`src/design/teq_pkg.sv`:
```
// Shared types, codes and helpers for the timer event queue.
`timescale 1ns / 1ps
package teq_pkg;

  localparam int KindW   = 3;
  localparam int DelayW  = 16;
  localparam int SlotW   = 4;
  localparam int StatusW = 2;
  localparam int EntryW  = 4;
  localparam int TimeW   = 32;

  typedef enum logic [KindW-1:0] {
    KIND_ADD    = 3'd0,
    KIND_REMOVE = 3'd1,
    KIND_POLL   = 3'd2,
    KIND_CLEAR  = 3'd3,
    KIND_TICK   = 3'd4
  } kind_e;

  typedef enum logic [StatusW-1:0] {
    ST_OK       = 2'd0,
    ST_FULL     = 2'd1,
    ST_BAD_SLOT = 2'd2,
    ST_NOT_DUE  = 2'd3
  } status_e;

  typedef enum logic [2:0] {
    RD_ZERO      = 3'd0,
    RD_SCAN_NEXT = 3'd1,
    RD_HEAD      = 3'd2,
    RD_LINK      = 3'd3,
    RD_SLOT      = 3'd4
  } rd_sel_e;

  typedef enum logic [1:0] {
    ENT_ZERO = 2'd0,
    ENT_NEW  = 2'd1,
    ENT_HEAD = 2'd2
  } ent_e;

  typedef struct packed {
    logic    capture;
    logic    rd_en;
    rd_sel_e rd_sel;
    logic    scan_start;
    logic    scan_next;
    logic    walk_init;
    logic    walk_step;
    logic    ins_a;
    logic    ins_b;
    logic    rem_link;
    logic    unlink_head;
    logic    drop;
    logic    drop_slot;
    logic    sweep_init;
    logic    sweep_step;
    logic    clear_state;
    logic    tick;
    logic    res_set;
    status_e res_status;
    ent_e    res_entry;
    logic    res_fired;
    logic    out_load;
  } cmd_t;

  typedef struct packed {
    logic [KindW-1:0] kind;
    logic             count_zero;
    logic             count_full;
    logic             slot_ok;
    logic             pend_bit;
    logic             head_is_slot;
    logic             i_lt_count;
    logic             walk_go;
    logic             link_is_slot;
    logic             due;
    logic             sweep_last;
    logic             out_free;
  } stat_t;

  // a lies strictly after b on the wrapping clock
  function automatic logic is_later(input logic [TimeW-1:0] a, input logic [TimeW-1:0] b);
    logic [TimeW-1:0] diff;
    diff = a - b;
    return (diff != '0) && !diff[TimeW-1];
  endfunction

endpackage

```
`src/design/timer_event_queue.sv`:
```
// Timer event queue: sorted list of pending deadlines in fixed slots.
//
// Input channel (in_valid_i / in_stall_o) carries one command beat: kind_i
// selects add, remove, poll, clear or tick; delay_ms_i and slot_i are its
// operands. Output channel (out_valid_o / out_stall_i) returns exactly one
// result beat per command: status, entry slot, fired flag, queue_empty.
// One command is worked on at a time; in_stall_o is low only when idle, so
// a new command beat is taken only after the last one has loaded its result.
// Work from command beat to result beat:
//   tick, unused kinds, full add, slot beyond CAPACITY, empty poll: no read
//   poll, remove of the head, remove of a slot not pending: a single read
//   other remove: walk of the list from the head to the predecessor
//   add: scan for the lowest free slot, then a walk to the insertion point
//   clear: one pending bit is cleared per cycle, over all CAPACITY slots
// The add walk and the free-slot scan each visit one slot per cycle through
// the registered read port of the slot memories; that sets the add time.
// After reset the block sweeps every slot of the pending memory with
// in_stall_o high, then accepts commands. A result beat is held in the
// output register while out_stall_i is high; the next command may already
// be accepted, and its result waits until the register frees.
`timescale 1ns / 1ps
module timer_event_queue import teq_pkg::*; #(
  parameter int CAPACITY = 16
) (
  input  logic               clk_i,
  input  logic               rst_ni,
  input  logic               in_valid_i,
  output logic               in_stall_o,
  input  logic [KindW-1:0]   kind_i,
  input  logic [DelayW-1:0]  delay_ms_i,
  input  logic [SlotW-1:0]   slot_i,
  output logic               out_valid_o,
  input  logic               out_stall_i,
  output logic [StatusW-1:0] status_o,
  output logic [EntryW-1:0]  entry_o,
  output logic               fired_o,
  output logic               queue_empty_o
);

  cmd_t  cmd;
  stat_t stat;

  teq_ctrl u_ctrl (
    .clk_i      (clk_i),
    .rst_ni     (rst_ni),
    .in_valid_i (in_valid_i),
    .in_stall_o (in_stall_o),
    .stat_i     (stat),
    .cmd_o      (cmd)
  );

  teq_dp #(.CAPACITY(CAPACITY)) u_dp (
    .clk_i         (clk_i),
    .rst_ni        (rst_ni),
    .cmd_i         (cmd),
    .stat_o        (stat),
    .kind_i        (kind_i),
    .delay_ms_i    (delay_ms_i),
    .slot_i        (slot_i),
    .out_stall_i   (out_stall_i),
    .out_valid_o   (out_valid_o),
    .status_o      (status_o),
    .entry_o       (entry_o),
    .fired_o       (fired_o),
    .queue_empty_o (queue_empty_o)
  );

endmodule

```
`src/design/teq_ram.sv`:
```
// Generic single-write, single-read RAM with registered read data.
`timescale 1ns / 1ps
module teq_ram #(
  parameter int WIDTH = 8,
  parameter int DEPTH = 16
) (
  input  logic                     clk_i,
  input  logic                     we_i,
  input  logic [$clog2(DEPTH)-1:0] waddr_i,
  input  logic [WIDTH-1:0]         wdata_i,
  input  logic                     re_i,
  input  logic [$clog2(DEPTH)-1:0] raddr_i,
  output logic [WIDTH-1:0]         rdata_o
);

  logic [WIDTH-1:0] mem_q [DEPTH];
  logic [WIDTH-1:0] rdata_q;

  always_ff @(posedge clk_i) begin
    if (we_i) begin
      mem_q[waddr_i] <= wdata_i;
    end
    if (re_i) begin
      rdata_q <= mem_q[raddr_i];
    end
  end

  assign rdata_o = rdata_q;

endmodule

```
`src/design/teq_ctrl.sv`:
```
// Controller state machine sequencing add, remove, poll, clear and tick.
`timescale 1ns / 1ps
module teq_ctrl import teq_pkg::*; (
  input  logic  clk_i,
  input  logic  rst_ni,
  input  logic  in_valid_i,
  output logic  in_stall_o,
  input  stat_t stat_i,
  output cmd_t  cmd_o
);

  localparam logic [3:0] S_SWEEP    = 4'd0;
  localparam logic [3:0] S_IDLE     = 4'd1;
  localparam logic [3:0] S_DISPATCH = 4'd2;
  localparam logic [3:0] S_FREE     = 4'd3;
  localparam logic [3:0] S_WALK     = 4'd4;
  localparam logic [3:0] S_INS_A    = 4'd5;
  localparam logic [3:0] S_INS_B    = 4'd6;
  localparam logic [3:0] S_REM_CHK  = 4'd7;
  localparam logic [3:0] S_REM_WALK = 4'd8;
  localparam logic [3:0] S_POLL_CHK = 4'd9;
  localparam logic [3:0] S_CLEAR    = 4'd10;
  localparam logic [3:0] S_RESP     = 4'd11;

  logic [3:0] state_q, state_d;
  cmd_t       cmd;
  logic       in_stall;

  always_comb begin
    cmd      = '0;
    state_d  = state_q;
    in_stall = 1'b1;
    case (state_q)
      S_SWEEP: begin
        cmd.sweep_step = 1'b1;
        if (stat_i.sweep_last) begin
          state_d = S_IDLE;
        end
      end
      S_IDLE: begin
        in_stall = 1'b0;
        if (in_valid_i) begin
          cmd.capture = 1'b1;
          state_d     = S_DISPATCH;
        end
      end
      S_DISPATCH: begin
        case (stat_i.kind)
          KIND_ADD: begin
            if (stat_i.count_full) begin
              cmd.res_set    = 1'b1;
              cmd.res_status = ST_FULL;
              cmd.res_entry  = ENT_ZERO;
              state_d        = S_RESP;
            end else begin
              cmd.scan_start = 1'b1;
              cmd.rd_en      = 1'b1;
              cmd.rd_sel     = RD_ZERO;
              state_d        = S_FREE;
            end
          end
          KIND_REMOVE: begin
            if (!stat_i.slot_ok) begin
              cmd.res_set    = 1'b1;
              cmd.res_status = ST_BAD_SLOT;
              cmd.res_entry  = ENT_ZERO;
              state_d        = S_RESP;
            end else begin
              cmd.rd_en  = 1'b1;
              cmd.rd_sel = RD_SLOT;
              state_d    = S_REM_CHK;
            end
          end
          KIND_POLL: begin
            if (stat_i.count_zero) begin
              cmd.res_set    = 1'b1;
              cmd.res_status = ST_NOT_DUE;
              cmd.res_entry  = ENT_ZERO;
              state_d        = S_RESP;
            end else begin
              cmd.rd_en  = 1'b1;
              cmd.rd_sel = RD_HEAD;
              state_d    = S_POLL_CHK;
            end
          end
          KIND_CLEAR: begin
            cmd.sweep_init = 1'b1;
            state_d        = S_CLEAR;
          end
          KIND_TICK: begin
            cmd.tick = 1'b1;
            state_d  = S_RESP;
          end
          default: begin
            state_d = S_RESP;
          end
        endcase
      end
      S_FREE: begin
        cmd.rd_en = 1'b1;
        if (stat_i.pend_bit) begin
          cmd.scan_next = 1'b1;
          cmd.rd_sel    = RD_SCAN_NEXT;
        end else begin
          cmd.walk_init = 1'b1;
          cmd.rd_sel    = RD_HEAD;
          state_d       = S_WALK;
        end
      end
      S_WALK: begin
        if (stat_i.walk_go) begin
          cmd.walk_step = 1'b1;
          cmd.rd_en     = 1'b1;
          cmd.rd_sel    = RD_LINK;
        end else begin
          state_d = S_INS_A;
        end
      end
      S_INS_A: begin
        cmd.ins_a = 1'b1;
        state_d   = S_INS_B;
      end
      S_INS_B: begin
        cmd.ins_b      = 1'b1;
        cmd.res_set    = 1'b1;
        cmd.res_status = ST_OK;
        cmd.res_entry  = ENT_NEW;
        state_d        = S_RESP;
      end
      S_REM_CHK: begin
        if (!stat_i.pend_bit) begin
          cmd.res_set    = 1'b1;
          cmd.res_status = ST_BAD_SLOT;
          cmd.res_entry  = ENT_ZERO;
          state_d        = S_RESP;
        end else if (stat_i.head_is_slot) begin
          cmd.unlink_head = 1'b1;
          cmd.drop        = 1'b1;
          cmd.drop_slot   = 1'b1;
          state_d         = S_RESP;
        end else begin
          cmd.walk_init = 1'b1;
          cmd.rd_en     = 1'b1;
          cmd.rd_sel    = RD_HEAD;
          state_d       = S_REM_WALK;
        end
      end
      S_REM_WALK: begin
        if (!stat_i.i_lt_count) begin
          cmd.drop      = 1'b1;
          cmd.drop_slot = 1'b1;
          state_d       = S_RESP;
        end else if (stat_i.link_is_slot) begin
          cmd.rem_link  = 1'b1;
          cmd.drop      = 1'b1;
          cmd.drop_slot = 1'b1;
          state_d       = S_RESP;
        end else begin
          cmd.walk_step = 1'b1;
          cmd.rd_en     = 1'b1;
          cmd.rd_sel    = RD_LINK;
        end
      end
      S_POLL_CHK: begin
        cmd.res_set = 1'b1;
        if (stat_i.due) begin
          cmd.unlink_head = 1'b1;
          cmd.drop        = 1'b1;
          cmd.res_status  = ST_OK;
          cmd.res_entry   = ENT_HEAD;
          cmd.res_fired   = 1'b1;
        end else begin
          cmd.res_status = ST_NOT_DUE;
          cmd.res_entry  = ENT_ZERO;
        end
        state_d = S_RESP;
      end
      S_CLEAR: begin
        cmd.sweep_step = 1'b1;
        if (stat_i.sweep_last) begin
          cmd.clear_state = 1'b1;
          state_d         = S_RESP;
        end
      end
      S_RESP: begin
        if (stat_i.out_free) begin
          cmd.out_load = 1'b1;
          state_d      = S_IDLE;
        end
      end
      default: begin
        state_d = S_IDLE;
      end
    endcase
  end

  always_ff @(posedge clk_i or negedge rst_ni) begin
    if (!rst_ni) begin
      state_q <= S_SWEEP;
    end else begin
      state_q <= state_d;
    end
  end

  assign cmd_o      = cmd;
  assign in_stall_o = in_stall;

endmodule

```
`src/design/teq_dp.sv`:
```
// Datapath: slot memories, list head, count, clock and result register.
`timescale 1ns / 1ps
module teq_dp import teq_pkg::*; #(
  parameter int CAPACITY = 16
) (
  input  logic              clk_i,
  input  logic              rst_ni,
  input  cmd_t              cmd_i,
  output stat_t             stat_o,
  input  logic [KindW-1:0]  kind_i,
  input  logic [DelayW-1:0] delay_ms_i,
  input  logic [SlotW-1:0]  slot_i,
  input  logic              out_stall_i,
  output logic              out_valid_o,
  output logic [StatusW-1:0] status_o,
  output logic [EntryW-1:0] entry_o,
  output logic              fired_o,
  output logic              queue_empty_o
);

  localparam int LW = $clog2(CAPACITY);
  localparam int CW = $clog2(CAPACITY + 1);

  logic [KindW-1:0]   kind_q;
  logic [DelayW-1:0]  delay_q;
  logic [SlotW-1:0]   slot_q;
  logic [TimeW-1:0]   now_q;
  logic [TimeW-1:0]   d_q;
  logic [LW-1:0]      earliest_q;
  logic [CW-1:0]      count_q;
  logic [LW-1:0]      scan_q;
  logic [LW-1:0]      cur_q;
  logic [LW-1:0]      prev_q;
  logic [LW-1:0]      s_q;
  logic [LW-1:0]      ls_q;
  logic               has_prev_q;
  logic [CW-1:0]      i_q;
  logic [LW-1:0]      sw_q;
  status_e            res_status_q;
  logic [EntryW-1:0]  res_entry_q;
  logic               res_fired_q;
  logic               out_valid_q;
  logic [StatusW-1:0] out_status_q;
  logic [EntryW-1:0]  out_entry_q;
  logic               out_fired_q;
  logic               out_empty_q;

  logic [LW-1:0]      slot_idx;
  logic [LW-1:0]      rd_addr;
  logic               i_lt_count;
  logic               out_free;

  logic               pend_we;
  logic [LW-1:0]      pend_waddr;
  logic [0:0]         pend_wdata;
  logic [0:0]         pend_rdata;
  logic               dl_we;
  logic [TimeW-1:0]   dl_rdata;
  logic               link_we;
  logic [LW-1:0]      link_waddr;
  logic [LW-1:0]      link_wdata;
  logic [LW-1:0]      link_rdata;
  logic [EntryW-1:0]  res_entry;

  assign slot_idx   = LW'(slot_q);
  assign i_lt_count = i_q < count_q;
  assign out_free   = !out_valid_q || !out_stall_i;

  always_comb begin
    case (cmd_i.rd_sel)
      RD_ZERO:      rd_addr = '0;
      RD_SCAN_NEXT: rd_addr = scan_q + LW'(1);
      RD_HEAD:      rd_addr = earliest_q;
      RD_LINK:      rd_addr = link_rdata;
      RD_SLOT:      rd_addr = slot_idx;
      default:      rd_addr = '0;
    endcase
  end

  assign pend_we    = cmd_i.sweep_step || cmd_i.ins_a || cmd_i.drop;
  assign pend_waddr = cmd_i.sweep_step ? sw_q :
                      cmd_i.ins_a      ? s_q  :
                      cmd_i.drop_slot  ? slot_idx : earliest_q;
  assign pend_wdata = cmd_i.ins_a;

  assign dl_we = cmd_i.ins_a;

  assign link_we    = cmd_i.ins_a || (cmd_i.ins_b && has_prev_q) || cmd_i.rem_link;
  assign link_waddr = cmd_i.ins_a ? s_q : cmd_i.ins_b ? prev_q : cur_q;
  assign link_wdata = cmd_i.ins_a ? (i_lt_count ? cur_q : '0) :
                      cmd_i.ins_b ? s_q : ls_q;

  teq_ram #(.WIDTH(1), .DEPTH(CAPACITY)) u_pend_ram (
    .clk_i   (clk_i),
    .we_i    (pend_we),
    .waddr_i (pend_waddr),
    .wdata_i (pend_wdata),
    .re_i    (cmd_i.rd_en),
    .raddr_i (rd_addr),
    .rdata_o (pend_rdata)
  );

  teq_ram #(.WIDTH(TimeW), .DEPTH(CAPACITY)) u_dl_ram (
    .clk_i   (clk_i),
    .we_i    (dl_we),
    .waddr_i (s_q),
    .wdata_i (d_q),
    .re_i    (cmd_i.rd_en),
    .raddr_i (rd_addr),
    .rdata_o (dl_rdata)
  );

  teq_ram #(.WIDTH(LW), .DEPTH(CAPACITY)) u_link_ram (
    .clk_i   (clk_i),
    .we_i    (link_we),
    .waddr_i (link_waddr),
    .wdata_i (link_wdata),
    .re_i    (cmd_i.rd_en),
    .raddr_i (rd_addr),
    .rdata_o (link_rdata)
  );

  always_comb begin
    case (cmd_i.res_entry)
      ENT_NEW:  res_entry = EntryW'(s_q);
      ENT_HEAD: res_entry = EntryW'(earliest_q);
      default:  res_entry = '0;
    endcase
  end

  always_ff @(posedge clk_i or negedge rst_ni) begin
    if (!rst_ni) begin
      now_q       <= '0;
      earliest_q  <= '0;
      count_q     <= '0;
      sw_q        <= '0;
      out_valid_q <= 1'b0;
    end else begin
      if (cmd_i.tick) begin
        now_q <= now_q + TimeW'(1);
      end
      if (cmd_i.clear_state) begin
        earliest_q <= '0;
      end else if (cmd_i.unlink_head) begin
        earliest_q <= (count_q > CW'(1)) ? link_rdata : '0;
      end else if (cmd_i.ins_b && !has_prev_q) begin
        earliest_q <= s_q;
      end
      if (cmd_i.clear_state) begin
        count_q <= '0;
      end else if (cmd_i.ins_b) begin
        count_q <= count_q + CW'(1);
      end else if (cmd_i.drop) begin
        count_q <= count_q - CW'(1);
      end
      if (cmd_i.sweep_init) begin
        sw_q <= '0;
      end else if (cmd_i.sweep_step) begin
        sw_q <= sw_q + LW'(1);
      end
      if (cmd_i.out_load) begin
        out_valid_q <= 1'b1;
      end else if (!out_stall_i) begin
        out_valid_q <= 1'b0;
      end
    end
  end

  always_ff @(posedge clk_i) begin
    if (cmd_i.capture) begin
      kind_q       <= kind_i;
      delay_q      <= delay_ms_i;
      slot_q       <= slot_i;
      res_status_q <= ST_OK;
      res_entry_q  <= '0;
      res_fired_q  <= 1'b0;
    end else if (cmd_i.res_set) begin
      res_status_q <= cmd_i.res_status;
      res_entry_q  <= res_entry;
      res_fired_q  <= cmd_i.res_fired;
    end
    if (cmd_i.scan_start) begin
      scan_q <= '0;
    end else if (cmd_i.scan_next) begin
      scan_q <= scan_q + LW'(1);
    end
    if (cmd_i.walk_init) begin
      d_q        <= now_q + TimeW'(delay_q);
      s_q        <= scan_q;
      cur_q      <= earliest_q;
      i_q        <= '0;
      has_prev_q <= 1'b0;
      ls_q       <= link_rdata;
    end else if (cmd_i.walk_step) begin
      prev_q     <= cur_q;
      has_prev_q <= 1'b1;
      cur_q      <= link_rdata;
      i_q        <= i_q + CW'(1);
    end
    if (cmd_i.out_load) begin
      out_status_q <= res_status_q;
      out_entry_q  <= res_entry_q;
      out_fired_q  <= res_fired_q;
      out_empty_q  <= (count_q == '0);
    end
  end

  always_comb begin
    stat_o.kind         = kind_q;
    stat_o.count_zero   = (count_q == '0);
    stat_o.count_full   = (count_q == CW'(CAPACITY));
    stat_o.slot_ok      = (32'(slot_q) < 32'(CAPACITY));
    stat_o.pend_bit     = pend_rdata[0];
    stat_o.head_is_slot = (earliest_q == slot_idx);
    stat_o.i_lt_count   = i_lt_count;
    stat_o.walk_go      = i_lt_count && is_later(d_q, dl_rdata);
    stat_o.link_is_slot = (link_rdata == slot_idx);
    stat_o.due          = !is_later(dl_rdata, now_q);
    stat_o.sweep_last   = (sw_q == LW'(CAPACITY - 1));
    stat_o.out_free     = out_free;
  end

  assign out_valid_o   = out_valid_q;
  assign status_o      = out_status_q;
  assign entry_o       = out_entry_q;
  assign fired_o       = out_fired_q;
  assign queue_empty_o = out_empty_q;

endmodule

```
`config.mk`:
```
export PLATFORM = sky130hd
export DESIGN_NAME = timer_event_queue
export DESIGN_NICKNAME = d
export VERILOG_FILES = /design/src/design/teq_pkg.sv /design/src/design/timer_event_queue.sv /design/src/design/teq_ram.sv /design/src/design/teq_ctrl.sv /design/src/design/teq_dp.sv
export SDC_FILE = /design/constraint.sdc
export NUM_CORES = 1
export LEC_CHECK = 0
export BUFFER_PORTS_ARGS = -buffer_cell sky130_fd_sc_hd__buf_2
export CORE_MARGIN = 3
export CORE_UTILIZATION = 60
export DETAILED_ROUTE_END_ITERATION = 16
export GPL_ROUTABILITY_DRIVEN = 0
export GPL_TIMING_DRIVEN = 0
export PLACE_DENSITY = 0.78
export SLEW_MARGIN = 20
export SYNTH_ARGS = -nofsm -noshare
export SYNTH_HDL_FRONTEND = slang
export SYNTH_SLANG_ARGS = --single-unit
```
`constraint.sdc`:
```
create_clock -name clk_i -period 6.8 [get_ports clk_i]
set_input_delay 1.36 -clock clk_i [delete_from_list [all_inputs] [get_ports clk_i]]
set_output_delay 1.36 -clock clk_i [all_outputs]
set_load 0.05 [all_outputs]
```
Yosys cells after proc, flatten, opt, wreduce, memory -nomap -nowiden
Memory sizes are Yosys's and may differ from the RTL's. A register that Yosys moved wholly into a read port is not among the register bits.
Cells that the tools add are included.
W data, S select, Z words.

cells by class
  add/sub/neg operators = 9
  magnitude comparators = 2
  eq/ne operators = 33
  mux-type cells = 98
  bitwise operators = 1
  reduce and logical (&&, ||, !) cells = 28

operator list
  operator                 count
  $mux W4                  32
  $reduce_bool A32 Y1      2
  $sub A32 B32 Y32         2
  $pmux W4 S11             1
  $mux W1                  37
  $mux W5                  7
  $add A32 B1 Y32 const B  1
  $add A32 B16 Y32         1
  $pmux W4 S4              2
  $eq A4 B4 Y1 const B     5
  $pmux W4 S5              1
  $pmux W5 S4              1
  $eq A4 B3 Y1 const B     4
  $mux W2                  7
  $eq A3 B2 Y1 const B     4
  $pmux W4 S3              1
  $add A5 B1 Y5 const B    2
  $ne A2 B2 Y1 const B     5
  $pmux W5 S2              1
  $add A4 B1 Y4 const B    2
  $eq A4 B2 Y1 const B     2
  $eq A4 B4 Y1             2
  $pmux W1 S2              4
  $pmux W4 S2              1
  25 further kinds         44

word-level totals
  register bits = 146
  RAM bits = 592
  input bits = 27
  logic and storage cells = 198
  memories kept = 3

memory list
  memory                 depth  width  read ports  clocked after memory_dff  wr ports  line           RTL
  u_dp.u_dl_ram.mem_q    16     32     1           1                         1         teq_ram.sv:16  logic [WIDTH-1:0] mem_q [DEPTH];
  u_dp.u_link_ram.mem_q  16     4      1           1                         1         teq_ram.sv:16
  u_dp.u_pend_ram.mem_q  16     1      1           1                         1         teq_ram.sv:16

Depth between registers and ports, before layout
  depth in word-level cells = 8
  gate-level depth with buffers = 21
  depth with buffers taken out = 21

By module
A second synthesis with hierarchy kept.

second synthesis, totals
  cells, all modules = 2376
  area total of the unflattened synthesis = 35552.8 um^2

modules (own cells, without submodules)
  module                      instances  cells each  area each (um^2)
  teq_ram at u_dp.u_dl_ram    1          838         20155.6
  teq_dp                      1          1244        11111.9
  teq_ram at u_dp.u_link_ram  1          130         2706.3
  teq_ctrl                    1          117         823.3
  teq_ram at u_dp.u_pend_ram  1          47          755.7

Worst setup path after synthesis
OpenSTA, ideal clock, no wires.

  kind = register to register
  from = reg u_dp.d_q[0]
  to = reg u_dp.u_dl_ram.rdata_q[0] (netlist: u_dp.u_dl_ram.rdata_o[0]), read port of u_dp.u_dl_ram.mem_q, enable pin
  library setup time = 0.890 ns
  arrival = 5.004 ns
  required time = 5.910 ns
  path slack = 0.906 ns
  cell stages (with the launch flop) = 15
  path buffers = 1
  cell sequence = edfxtp_1 -> inv_1 -> ha_1 -> fa_1 -> xnor2_1 -> a211oi_2 -> nand3_1 -> or3_1 -> or4_1 -> nor4_2 -> nand4_1 -> nor4b_4 -> a21o_4 -> buf_6 -> o311ai_0

RTL lines
  item                    line           RTL
  from (decl)             teq_dp.sv:28   logic [TimeW-1:0] d_q;
  from (signal assigned)  teq_dp.sv:188  d_q <= now_q + TimeW'(delay_q);
  to (decl)               teq_ram.sv:17  logic [WIDTH-1:0] rdata_q;

Worst setup path after layout
  from = reg u_dp.d_q[0]
  to = reg u_dp.u_dl_ram.rdata_q[29] (netlist: u_dp.u_dl_ram.rdata_o[29]), read port of u_dp.u_dl_ram.mem_q, data pin

between the ends
  cells in the longest elaborated chain, start to end = 8
  elaborated cells between the ends (all ways) = 12

RTL lines
  item                                                            line             RTL
  $sub A32 B32 Y32 *                                              teq_pkg.sv:84    diff = a - b;
  $reduce_bool A32 Y1 / $logic_not A1 Y1 (equally long branches)  teq_pkg.sv:85    return (diff != '0) && !diff[TimeW-1];
  $logic_and A1 B1 Y1 *                                           teq_pkg.sv:85
  $logic_and A1 B1 Y1 *                                           teq_dp.sv:216    stat_o.walk_go = i_lt_count && is_later(d_q, dl_rdata);
  $mux W4 *                                                       teq_ctrl.sv:111  if (stat_i.walk_go) begin
  $pmux W4 S5 *                                                   teq_ctrl.sv:33   case (state_q)
  $eq A3 B3 Y1 (tied with other cells)                            teq_dp.sv:70     case (cmd_i.rd_sel)
  $pmux W4 S4                                                     teq_dp.sv:70

Every way passes the cells marked *; elsewhere a longest branch is shown, timed or not.
A chain may end at the register's enable or synchronous reset.

==> results.py <==
metrics = {
    "outcome": {
        "outcome": "complete, no violations",
    },
    "sta": {
        "hold_slack_ns": 0.437,
        "period_share_pct": 98.5,
        "fin_skew_ns": 0.0214,
        "period_needed_ns": 6.70,
        "rsz0062_at_grt": "false",
        "slew_headroom_pct": 24.5,
        "max_freq_mhz": 149,
        "fin_ws_ns": 0.101,
        "final-hold-violation-count": 0,
        "tightest_slew_ns": 1.13,
        "drv_slew": 0,
        "fin_tns_setup_ns": 0,
        "setup_violations": 0,
    },
    "logic_synthesis": {
        "yosysWarnings": 0,
        "synth_area_leaders": "edfxtp_1 59%, mux2i_1 4.6%, dfrtp_1 3.5%",
        "yosys.area.top_type": "edfxtp_1",
        "synthArstFlopShare_pct": 6.45,
        "synth_edf_count": 708,
        "synth_cells": 2803,
        "synth-xor-area-share_pct": 2.51,
        "synth_top_family_by_area": "compound AO/OA/AOI/OAI gates",
        "synth_simple_gate_area_share_pct": 10.1,
        "synthAdderAreaFrac_pct": 3.31,
        "yosysSeqAreaShare_pct": 63.0,
        "synth.avg_cell_area_um2": 12.9,
        "syn-num-nets": 2924,
        "synth-main-ff-cell": "edfxtp_1",
        "syn_area_um2": 36300,
        "synth_top_area_share_pct": 58.6,
        "ys_types": 94,
        "synth-seq-cells": 775,
        "synthMuxAreaShare_pct": 4.92,
        "synth_compound_area_share_pct": 13.0,
    },
    "clocking": {
        "tritoncts": "yes",
        "post_cts_buffers": 0,
        "clk_pin_slew_ns": 0.06,
        "clockBufferDepth": 3,
        "cts-root-buf": "clkbuf_16",
        "cts.hold.buffers_added": 0,
        "cts_resized": 0,
        "cts_buffers": 79,
        "clock_sinks": 775,
        "cts_max_level": 3,
        "clk_latency_ns": 0.63,
    },
    "global_route": {
        "first_global_vias": 25300,
        "antenna_found_initial": 3,
        "grt_pass1_wl_um": 147000,
        "grt_start_max_net_pins": 51,
        "grt_overflow": 0,
        "grt_use_total_pct": 30.7,
    },
    "layout": {
        "fin_nets": 3074,
        "syn_to_final_growth_pct": 11.8,
        "layout_common_cells": "708 x edfxtp_1, 238 x nand2_1, 168 x mux2i_1",
        "final_area_um2": 40500,
        "layout-drive-gt1-share_pct": 10.4,
        "num_antenna_cells": 0,
        "final_util_pct": 68.3,
        "layout_commonest_cell": "edfxtp_1",
    },
    "drt": {
        "drt_iter0_markers": 3526,
        "vias": 25400,
        "post_drt_via_cell_ratio": 6.72,
        "postRouteAntennaNets": 0,
        "wl_per_cell_um": 25.8,
        "totalWireLength_um": 97800,
        "drc": 0,
        "firstDrtPassIters": 7,
    },
    "floorplanning": {
        "fp-row-count": 89,
        "ioPinCount": 37,
        "die_y_um": 252,
        "fp.dieArea_um2": 63400,
        "start_util_pct": 61.1,
        "core_area_um2": 59400,
        "die_w_um": 252,
    },
    "setup_path": {
        "critPathMaxFanout": 17,
        "cp_cell_sequence": "inv_1 > ha_1 > fa_1 > xnor2_1 > a211oi_2 > nand3_1 > or3_1 > or4_1 > nor4_2 > nand4_1 > nor4b_4 > a211oi_2 > buf_6 > nor2_4 > buf_2 > buf_2 > mux2i_1 > o22ai_1 > or4_1",
        "crit_path_max_incr_delay_ns": 0.81,
        "cp.required_ns": 7.12,
        "crit_slowest_cell": "edfxtp_1",
        "endpoint_kind": "flip-flop",
        "worst-setup-path-type": "flip-flop to flip-flop",
        "startpoint_type": "flip-flop",
        "critPathBufInv": 4,
        "critical-path-top-delay-family": "simple AND/OR/NAND/NOR gates",
        "arrival_ns": 7.01,
    },
    "pwr": {
        "p_leak_uw": 0.0149,
        "ir_drop_v": 0.000211,
        "powerDensity_nw_per_um2": 440,
    },
    "placed_design": {
        "post_dp_cell_area_um2": 38000,
        "place_ws_ns": 0.194,
        "portBuffers": 36,
        "post-dp-hpwl_um": 69400,
    },
    "run": {
        "drv_cap": 0,
    },
    "worst_hold_path": {
        "hold_class": "flip-flop to flip-flop",
    },
}
## logic make-up after synthesis
family,Yosys count
AND/OR/NAND/NOR,733
multiplexers,177
adder cells (fa/ha/maj),94
buffers and inverters,261
AO/OA/AOI/OAI,659
flip-flops,775
XOR/XNOR,104
## per-stage QoR
step / cells / power, uW
2_1_floorplan: 2803 / 11100
3_3_place_gp: 3612 / 13100
3_5_place_dp: 3645 / 13400
4_1_cts: 3788 / 17600
5_1_grt: 3788 / 18600
6_report: 3788 / 17900
## synthesized netlist by cell type, drive strengths merged, types with 14 or more instances
master and n:
a211oi 93, a21o 38, a21oi 87, a311oi 70
a31oi 22, and2 14, and3 15, buf 68
clkbuf 76, dfrtp 50, dfxtp 17, edfxtp 708
ha 91, inv 116, mux2i 168, nand2 239
nand2b 20, nand3 54, nand4 21, nor2 147
nor2b 14, nor3 61, nor3b 41, nor4 19
o211ai 14, o21a 59, o21ai 87, o22ai 84
or3 15, or4 42, xnor2 73, xor2 31
## layout make-up
type	instances	area, um2
sequential	775	22900
fill	4002	18800
multi-input combinational	1767	12400
clock buffer	95	2080
tap	773	967
buffer	144	704
timing repair buffer	69	644
clock inverter	48	447
inverter	117	442
## where the power goes
group / leakage (uW) / switching, uW / internal [uW]
combinational: 0.00646 / 4830 / 2460
clock: 0.00123 / 1810 / 2430
sequential: 0.00721 / 485 / 5850
## flip-flops by register name (all words and copies together) (netlist names), 4 cells and up
register	flops
u_dp.i_q	5
u_dp.delay_q	16
u_dp.u_link_ram.mem_q	64
u_dp.u_dl_ram.mem_q	512
u_dp.prev_q	4
u_dp.slot_idx	4
u_dp.u_link_ram.rdata_o	4
u_dp.ls_q	4
u_dp.now_q	32
u_dp.s_q	4
u_ctrl.state_q	4
u_dp.sw_q	4
u_dp.scan_q	4
u_dp.entry_o	4
u_dp.count_q	5
u_dp.d_q	32
u_dp.res_entry_q	4
u_dp.earliest_q	4
u_dp.u_pend_ram.mem_q	16
u_dp.u_dl_ram.rdata_o	32
u_dp.cur_q	4
## path summary, 6_finish.rpt
check / endpoint / slack (ns) / cells after the start / start
setup / recovery: u_dp.u_dl_ram.rdata_o[29] / 0.10 / 19 / u_dp.d_q[0]
hold / removal: u_dp.entry_o[1] / 0.44 / 0 / u_dp.res_entry_q[1]
setup reg to reg: u_dp.u_dl_ram.rdata_o[29] / 0.10 / 19 / u_dp.d_q[0]
hold reg to reg: u_dp.entry_o[1] / 0.44 / 0 / u_dp.res_entry_q[1]
max in group asynchronous: u_dp.now_q[0] / 5.51 / 1 / rst_ni
min in group asynchronous: u_dp.sw_q[0] / 0.76 / 1 / rst_ni
## layer usage
metal	share of wire, %	track usage (%)	vias to the layer above	wire length [um]
li1	-	-	11100	-
met1	38	40.9	12300	37000
met2	46	48.8	1640	45200
met3	11	6.27	343	10800
met4	4.8	14.8	2	4730
met5	0.013	0	-	13
Note: power is estimated with default switching activity, not from simulation.
